File: src/rtl/static_linked_list_engine_unit_defines.svh
// ---------------------------------------------------------------------------
// Static linked list engine assertion macros
// Shared property shorthands for the engine's concurrent checks.
// ---------------------------------------------------------------------------
`ifndef STATIC_LINKED_LIST_ENGINE_UNIT_DEFINES_SVH
`define STATIC_LINKED_LIST_ENGINE_UNIT_DEFINES_SVH

// Same-cycle implication, sampled on clk, quiet while rst_n is low.
`define SLLE_ASSERT_IMP(lbl, ante, cons, msg) \
  lbl: assert property (@(posedge clk) disable iff (!rst_n) (ante) |-> (cons)) \
    else $error(msg);

// Next-cycle implication, sampled on clk, quiet while rst_n is low.
`define SLLE_ASSERT_NXT(lbl, ante, cons, msg) \
  lbl: assert property (@(posedge clk) disable iff (!rst_n) (ante) |=> (cons)) \
    else $error(msg);

`endif

File: src/rtl/slle_pkg.sv
// ---------------------------------------------------------------------------
// slle_pkg
// Types, codes and defaults shared by the static linked list engine.
// ---------------------------------------------------------------------------
package slle_pkg;

  // Default sizes.
  localparam int NODES_DEF      = 256;
  localparam int DATA_WIDTH_DEF = 32;

  // Operation codes.
  localparam logic [2:0] OP_INSERT = 3'd0;
  localparam logic [2:0] OP_DELETE = 3'd1;
  localparam logic [2:0] OP_GET    = 3'd2;
  localparam logic [2:0] OP_LOCATE = 3'd3;
  localparam logic [2:0] OP_LENGTH = 3'd4;
  localparam logic [2:0] OP_CLEAR  = 3'd5;

  // Result status codes.
  localparam logic [1:0] ST_OK   = 2'd0;
  localparam logic [1:0] ST_MISS = 2'd1;
  localparam logic [1:0] ST_FULL = 2'd2;

  // Controller states.
  typedef enum logic [4:0] {
    S_RST_INIT, S_CLR, S_IDLE, S_DECODE, S_WALK,
    S_I_RD0, S_I_F, S_I_FN, S_I_PN, S_I_LNK,
    S_D_K, S_D_KR, S_D_KN, S_D_F, S_D_REL,
    S_G_RD, S_G_V, S_L_K, S_L_CMP, S_DONE
  } st_t;

  // Datapath commands.
  typedef enum logic [4:0] {
    DC_NOP, DC_INIT, DC_LOAD, DC_ERR_MISS, DC_ERR_FULL,
    DC_WSTART_PRED, DC_WSTART_POS, DC_WALK,
    DC_I_RD0, DC_I_F, DC_I_FN, DC_I_PN, DC_I_LNK,
    DC_D_K, DC_D_KR, DC_D_KN, DC_D_F, DC_D_REL,
    DC_G_RD, DC_G_V, DC_L_START, DC_L_K, DC_L_CMP
  } dp_cmd_t;

  // Controller to datapath.
  typedef struct packed {
    dp_cmd_t op;
    logic    push;
  } ctl_cmd_t;

  // Datapath to controller.
  typedef struct packed {
    logic [2:0] op;
    logic       bad_ins;
    logic       bad_pos;
    logic       full;
    logic       walk_done;
    logic       loc_hit;
    logic       loc_end;
    logic       lk_zero;
    logic       init_last;
    logic       out_busy;
  } dp_sts_t;

endpackage

File: src/rtl/slle_ctrl.sv
// ---------------------------------------------------------------------------
// slle_ctrl
// Sequencer for the list engine: walks each operation through its steps.
// ---------------------------------------------------------------------------
module slle_ctrl (
  input  logic               clk,
  input  logic               rst_n,
  input  logic               in_valid,
  output logic               in_stall,
  input  slle_pkg::dp_sts_t  sts,
  output slle_pkg::ctl_cmd_t cmd
);

  slle_pkg::st_t state_r, state_nxt;
  slle_pkg::st_t after_walk;

  // Where a finished walk continues.
  always_comb begin
    case (sts.op)
      slle_pkg::OP_INSERT: after_walk = slle_pkg::S_I_RD0;
      slle_pkg::OP_DELETE: after_walk = slle_pkg::S_D_K;
      default:             after_walk = slle_pkg::S_G_RD;
    endcase
  end

  // Next state.
  always_comb begin
    state_nxt = state_r;
    case (state_r)
      slle_pkg::S_RST_INIT: if (sts.init_last) state_nxt = slle_pkg::S_IDLE;
      slle_pkg::S_CLR:      if (sts.init_last) state_nxt = slle_pkg::S_DONE;
      slle_pkg::S_IDLE:     if (in_valid) state_nxt = slle_pkg::S_DECODE;
      slle_pkg::S_DECODE: begin
        case (sts.op)
          slle_pkg::OP_INSERT: begin
            if (sts.bad_ins || sts.full) state_nxt = slle_pkg::S_DONE;
            else state_nxt = slle_pkg::S_WALK;
          end
          slle_pkg::OP_DELETE, slle_pkg::OP_GET: begin
            if (sts.bad_pos) state_nxt = slle_pkg::S_DONE;
            else state_nxt = slle_pkg::S_WALK;
          end
          slle_pkg::OP_LOCATE: state_nxt = slle_pkg::S_L_K;
          slle_pkg::OP_CLEAR:  state_nxt = slle_pkg::S_CLR;
          default:             state_nxt = slle_pkg::S_DONE;
        endcase
      end
      slle_pkg::S_WALK:  if (sts.walk_done) state_nxt = after_walk;
      slle_pkg::S_I_RD0: state_nxt = slle_pkg::S_I_F;
      slle_pkg::S_I_F:   state_nxt = slle_pkg::S_I_FN;
      slle_pkg::S_I_FN:  state_nxt = slle_pkg::S_I_PN;
      slle_pkg::S_I_PN:  state_nxt = slle_pkg::S_I_LNK;
      slle_pkg::S_I_LNK: state_nxt = slle_pkg::S_DONE;
      slle_pkg::S_D_K:   state_nxt = slle_pkg::S_D_KR;
      slle_pkg::S_D_KR:  state_nxt = slle_pkg::S_D_KN;
      slle_pkg::S_D_KN:  state_nxt = slle_pkg::S_D_F;
      slle_pkg::S_D_F:   state_nxt = slle_pkg::S_D_REL;
      slle_pkg::S_D_REL: state_nxt = slle_pkg::S_DONE;
      slle_pkg::S_G_RD:  state_nxt = slle_pkg::S_G_V;
      slle_pkg::S_G_V:   state_nxt = slle_pkg::S_DONE;
      slle_pkg::S_L_K: begin
        if (sts.lk_zero) state_nxt = slle_pkg::S_DONE;
        else state_nxt = slle_pkg::S_L_CMP;
      end
      slle_pkg::S_L_CMP: if (sts.loc_hit || sts.loc_end) state_nxt = slle_pkg::S_DONE;
      slle_pkg::S_DONE:  if (!sts.out_busy) state_nxt = slle_pkg::S_IDLE;
      default:           state_nxt = slle_pkg::S_RST_INIT;
    endcase
  end

  // Commands to the datapath.
  always_comb begin
    cmd.op   = slle_pkg::DC_NOP;
    cmd.push = 1'b0;
    in_stall = 1'b1;
    case (state_r)
      slle_pkg::S_RST_INIT, slle_pkg::S_CLR: cmd.op = slle_pkg::DC_INIT;
      slle_pkg::S_IDLE: begin
        in_stall = 1'b0;
        if (in_valid) cmd.op = slle_pkg::DC_LOAD;
      end
      slle_pkg::S_DECODE: begin
        case (sts.op)
          slle_pkg::OP_INSERT: begin
            if (sts.bad_ins) cmd.op = slle_pkg::DC_ERR_MISS;
            else if (sts.full) cmd.op = slle_pkg::DC_ERR_FULL;
            else cmd.op = slle_pkg::DC_WSTART_PRED;
          end
          slle_pkg::OP_DELETE: begin
            if (sts.bad_pos) cmd.op = slle_pkg::DC_ERR_MISS;
            else cmd.op = slle_pkg::DC_WSTART_PRED;
          end
          slle_pkg::OP_GET: begin
            if (sts.bad_pos) cmd.op = slle_pkg::DC_ERR_MISS;
            else cmd.op = slle_pkg::DC_WSTART_POS;
          end
          slle_pkg::OP_LOCATE: cmd.op = slle_pkg::DC_L_START;
          slle_pkg::OP_LENGTH, slle_pkg::OP_CLEAR: cmd.op = slle_pkg::DC_NOP;
          default: cmd.op = slle_pkg::DC_ERR_MISS;
        endcase
      end
      slle_pkg::S_WALK:  cmd.op = slle_pkg::DC_WALK;
      slle_pkg::S_I_RD0: cmd.op = slle_pkg::DC_I_RD0;
      slle_pkg::S_I_F:   cmd.op = slle_pkg::DC_I_F;
      slle_pkg::S_I_FN:  cmd.op = slle_pkg::DC_I_FN;
      slle_pkg::S_I_PN:  cmd.op = slle_pkg::DC_I_PN;
      slle_pkg::S_I_LNK: cmd.op = slle_pkg::DC_I_LNK;
      slle_pkg::S_D_K:   cmd.op = slle_pkg::DC_D_K;
      slle_pkg::S_D_KR:  cmd.op = slle_pkg::DC_D_KR;
      slle_pkg::S_D_KN:  cmd.op = slle_pkg::DC_D_KN;
      slle_pkg::S_D_F:   cmd.op = slle_pkg::DC_D_F;
      slle_pkg::S_D_REL: cmd.op = slle_pkg::DC_D_REL;
      slle_pkg::S_G_RD:  cmd.op = slle_pkg::DC_G_RD;
      slle_pkg::S_G_V:   cmd.op = slle_pkg::DC_G_V;
      slle_pkg::S_L_K:   cmd.op = slle_pkg::DC_L_K;
      slle_pkg::S_L_CMP: cmd.op = slle_pkg::DC_L_CMP;
      slle_pkg::S_DONE:  cmd.push = !sts.out_busy;
      default:           cmd.op = slle_pkg::DC_NOP;
    endcase
  end

  // State register.
  always_ff @(posedge clk) begin
    if (!rst_n) begin
      state_r <= slle_pkg::S_RST_INIT;
    end else begin
      state_r <= state_nxt;
    end
  end

endmodule

File: config.mk
export PLATFORM = sky130hd
export DESIGN_NAME = slle_ctrl
export DESIGN_NICKNAME = d
export VERILOG_FILES = /design/src/rtl/static_linked_list_engine_unit_defines.svh /design/src/rtl/slle_pkg.sv /design/src/rtl/slle_ctrl.sv
export SDC_FILE = /design/constraint.sdc
export NUM_CORES = 1
export LEC_CHECK = 0
export BUFFER_PORTS_ARGS = -buffer_cell sky130_fd_sc_hd__buf_4
export CORE_MARGIN = 2
export CORE_UTILIZATION = 43
export DETAILED_ROUTE_END_ITERATION = 10
export HOLD_SLACK_MARGIN = 0.15
export PLACE_DENSITY = 0.78
export SLEW_MARGIN = 15
export SYNTH_ARGS = -nofsm -noshare
export SYNTH_HDL_FRONTEND = slang
export SYNTH_SLANG_ARGS = --single-unit
File: constraint.sdc
create_clock -name clk -period 1.5 [get_ports clk]
set_input_delay 0.15 -clock clk [delete_from_list [all_inputs] [get_ports clk]]
set_output_delay 0.15 -clock clk [all_outputs]
set_load 0.005 [all_outputs]
==> results.md <==
* Register area at roughly 110 µm²
* Combinational share of power at 0.791
* Detailed Place HPWL at approximately 2.1 mm
* Seq/Total Area, Yosys at 0.116
* Worst EP arrival at roughly 1.6 ns
* Wire length per cell at 21.2 µm
* Int Power at about 0.0011 W
* Inst Count DP at 184
* Vias in the first global route at ~1300
* Total track usage at 0.310
* Critical Path RT at between 1 and 1.5 ns
* Most common cell after layout, fill and taps aside: buf_4
* Asr flop ratio synth at 0
* Worst-path fanout max at 5
* First-pass iteration count of the detailed router at 5
* Tightest Hold Check Type: in -> reg
* Least-Margin Pin Slew at between 0.4 and 0.5 ns
* Initial Util at 0.449
* Hold Fails Final Rpt at 0
* Final wirelength at between 4 and 5 mm
* Rows at 16
* Netlist cell types at 47
* RSZ-0062 raised after global routing: true
* PnR Total Power at 0.00211 W
* Number of flip-flops in the largest register at 5
* Setup crit end kind: primary output
* Fraction of layout cells with a size suffix above 1 at 0.534
* Synth area leaders: dfxtp_1 (12%), a21oi_1 (5.8%), o21ai_0 (4.6%)
* Relative slew margins at 0.719
* # IOs at 22
* Largest reg by FF count: state_r
* Cell Count, Final, Fillers Out at 203
* Cell area after synthesis at 862 µm²
* Fin worst setup slack at -0.260 ns
* Clk buf depth at 2
* Mean post-synth cell area at 6.95 µm²
* DRC Markers at 0
* RePlAce Congestion at 0.930
* Failing checks: negative setup slack
* Fin crit period at 1.76 ns
* FILL cells at 131
* TritonCTS clock tree: done
* CP Class: reg -> out
* Largest net degree at the start of global routing at 14
* Vias/cell at 7.06
* Initial DRC count at ~140
* Seq pwr share at 0.131
* CTS clk-pin slew, worst paths at around 0.05 ns
* Power per Cell Area at around 1400 mW/mm²
* Synth area leader: dfxtp_1
* Leak at a little under 0.6 nW
* Ant diodes at 0
* Commonest non-fill, non-tap cells in the layout: buf_4 (50), buf_6 (9), nor2_1 (8), a21oi_1 (8), nand2_1 (7)
* Pre-CTS WS at -0.0964 ns
* Die Wd at 48.8 µm
* Net Sw Power at 0.000998 W
* Crit share post-route at 1.17
* Number of enable flip-flop cells after synthesis at 0
* Regs by FF count: state_r (5)
* Synthesized flop and latch total at 5
* Yosys top cell area share at 0.116
* Core ar. at 0.00192 mm²
* Worst setup SP type: flip-flop
* GRT overflow at 0
* Area occupied by multi-input gates at 788 µm²
* Die ar. at 0.00238 mm²
* Area delta synth->final at 71.1%
* Peak supply drop at approximately 0.0011 V
* Setup-failing EPs final at 10
* Final ANT Viol Nets at 0
* Syn nets at 139
* Status: finished, violations left
* Global-route wire length before repair at 5.73 mm
* Main synth FF type: dfxtp_1
* Clock skew at slightly below 0.008 ns
* Clock latency on the worst-skew pair at approximately 0.25 ns
* Root buf cell: clkbuf_4
* Gate Count Post-Synth at ~120
* Clock power frac at 0.078
* DP Area at ~0.0011 mm²
* Max H-tree Level at 1
* Total CTS buffers at 3
* Max-cap check violation count at 0
* Initial antenna violation count at 0
* Pins Over Slew Limit at 0
* Vias at approximately 1400
* Chip height at 48.8 µm
* Net Sw Frac at 0.473
* Layout net count at 192
* Port Buf Inserts at 21
* Clock sink count at 5
* Cell area after layout at 0.00148 mm²
* Ys Warns at 0
* Max Freq at roughly 0.57 GHz
## layout make-up
cell class | count | share of cell area
Clock buffer | 4 | 0.0178
Timing Repair Buffer | 60 | 0.330
Sequential cell | 5 | 0.0772
Multi-Input combinational cell | 101 | 0.534
Tap cell | 27 | 0.0229
Inverter | 6 | 0.0178
## final timing paths
check             startpoint         end  slack (ns)  depth (start not counted)
setup / recovery  state_r[3]      cmd[3]       -0.26                          7
hold / removal        sts[5]  state_r[2]        0.38                          4
setup reg to reg  state_r[2]  state_r[3]       -0.18                          7
hold reg to reg   state_r[4]  state_r[4]        0.77                          4
## stage by stage
stage,TNS (ns),hold slack [ns],utilization
finish,-1.32,0.377,0.768
global route,-1.90,0.383,0.768
CTS,-0.547,0.372,0.691
detailed placement,-0.431,0.399,0.598
global placement,-0.161,0.390,0.598
floorplan,0,0.267,-
## cell usage after synthesis (2+ instances only)
| library cell | number |
|---|---|
| o22ai_1 | 2 |
| clkbuf_1 | 4 |
| or2_2 | 3 |
| a32oi_1 | 2 |
| a31oi_1 | 3 |
| nor3_1 | 6 |
| dfxtp_1 | 5 |
| nand2_1 | 7 |
| o21ai_0 | 8 |
| a22o_1 | 2 |
| buf_2 | 3 |
| buf_6 | 3 |
| nand3_1 | 4 |
| nand2b_1 | 3 |
| nor4_1 | 2 |
| a21oi_1 | 10 |
| a21o_1 | 2 |
| o211ai_1 | 2 |
| o2111ai_2 | 2 |
| o311ai_0 | 4 |
| nor2_1 | 10 |
| nor2b_1 | 2 |
| nand2b_2 | 2 |
| inv_1 | 6 |
| o21a_1 | 3 |
| and2_1 | 2 |
| nand4_1 | 2 |
## critical path, cell delays in order (launching register included)
cell	delay [ns]
dfxtp_4	0.36
nand2b_4	0.15
buf_6	0.12
nor4_4	0.27
buf_4	0.20
a32oi_2	0.05
o21ai_1	0.09
buf_4	0.12
## power groups by stage
stage / Sequential, W / Combinational, W / Clock, W
2_1_floorplan: 0.000217 / 0.000740 / 0
3_3_place_gp: 0.000233 / 0.00115 / 0
3_5_place_dp: 0.000237 / 0.00117 / 0
4_1_cts: 0.000245 / 0.00133 / 0.000166
5_1_grt: 0.000282 / 0.00175 / 0.000179
6_report: 0.000276 / 0.00167 / 0.000164
## logic make-up (layout without fill, tap and decap cells)
| family | count (synthesis) | after routing | share of synthesized area |
|---|---|---|---|
| flip-flops | 5 | 5 | 0.116 |
| AND/OR/NAND/NOR | 49 | 49 | 0.315 |
| buffers and inverters | 18 | 70 | 0.125 |
| AO/OA/AOI/OAI | 50 | 50 | 0.424 |
| XOR/XNOR | 2 | 2 | 0.0203 |
## repair_timing
action,CTS,global route
pin swaps,4,10
resized for setup,21,27
endpoints found under the hold margin,1,0
setup endpoints to repair,10,11
hold buffers,1,0
setup buffers,9,5
## per-layer routing
layer,track usage,share of wire
met1,0.343,0.34
met2,0.532,0.44
met3,0.0552,0.12
met4,0.224,0.10
met5,0,0
Power figures use the tool's default switching activity.
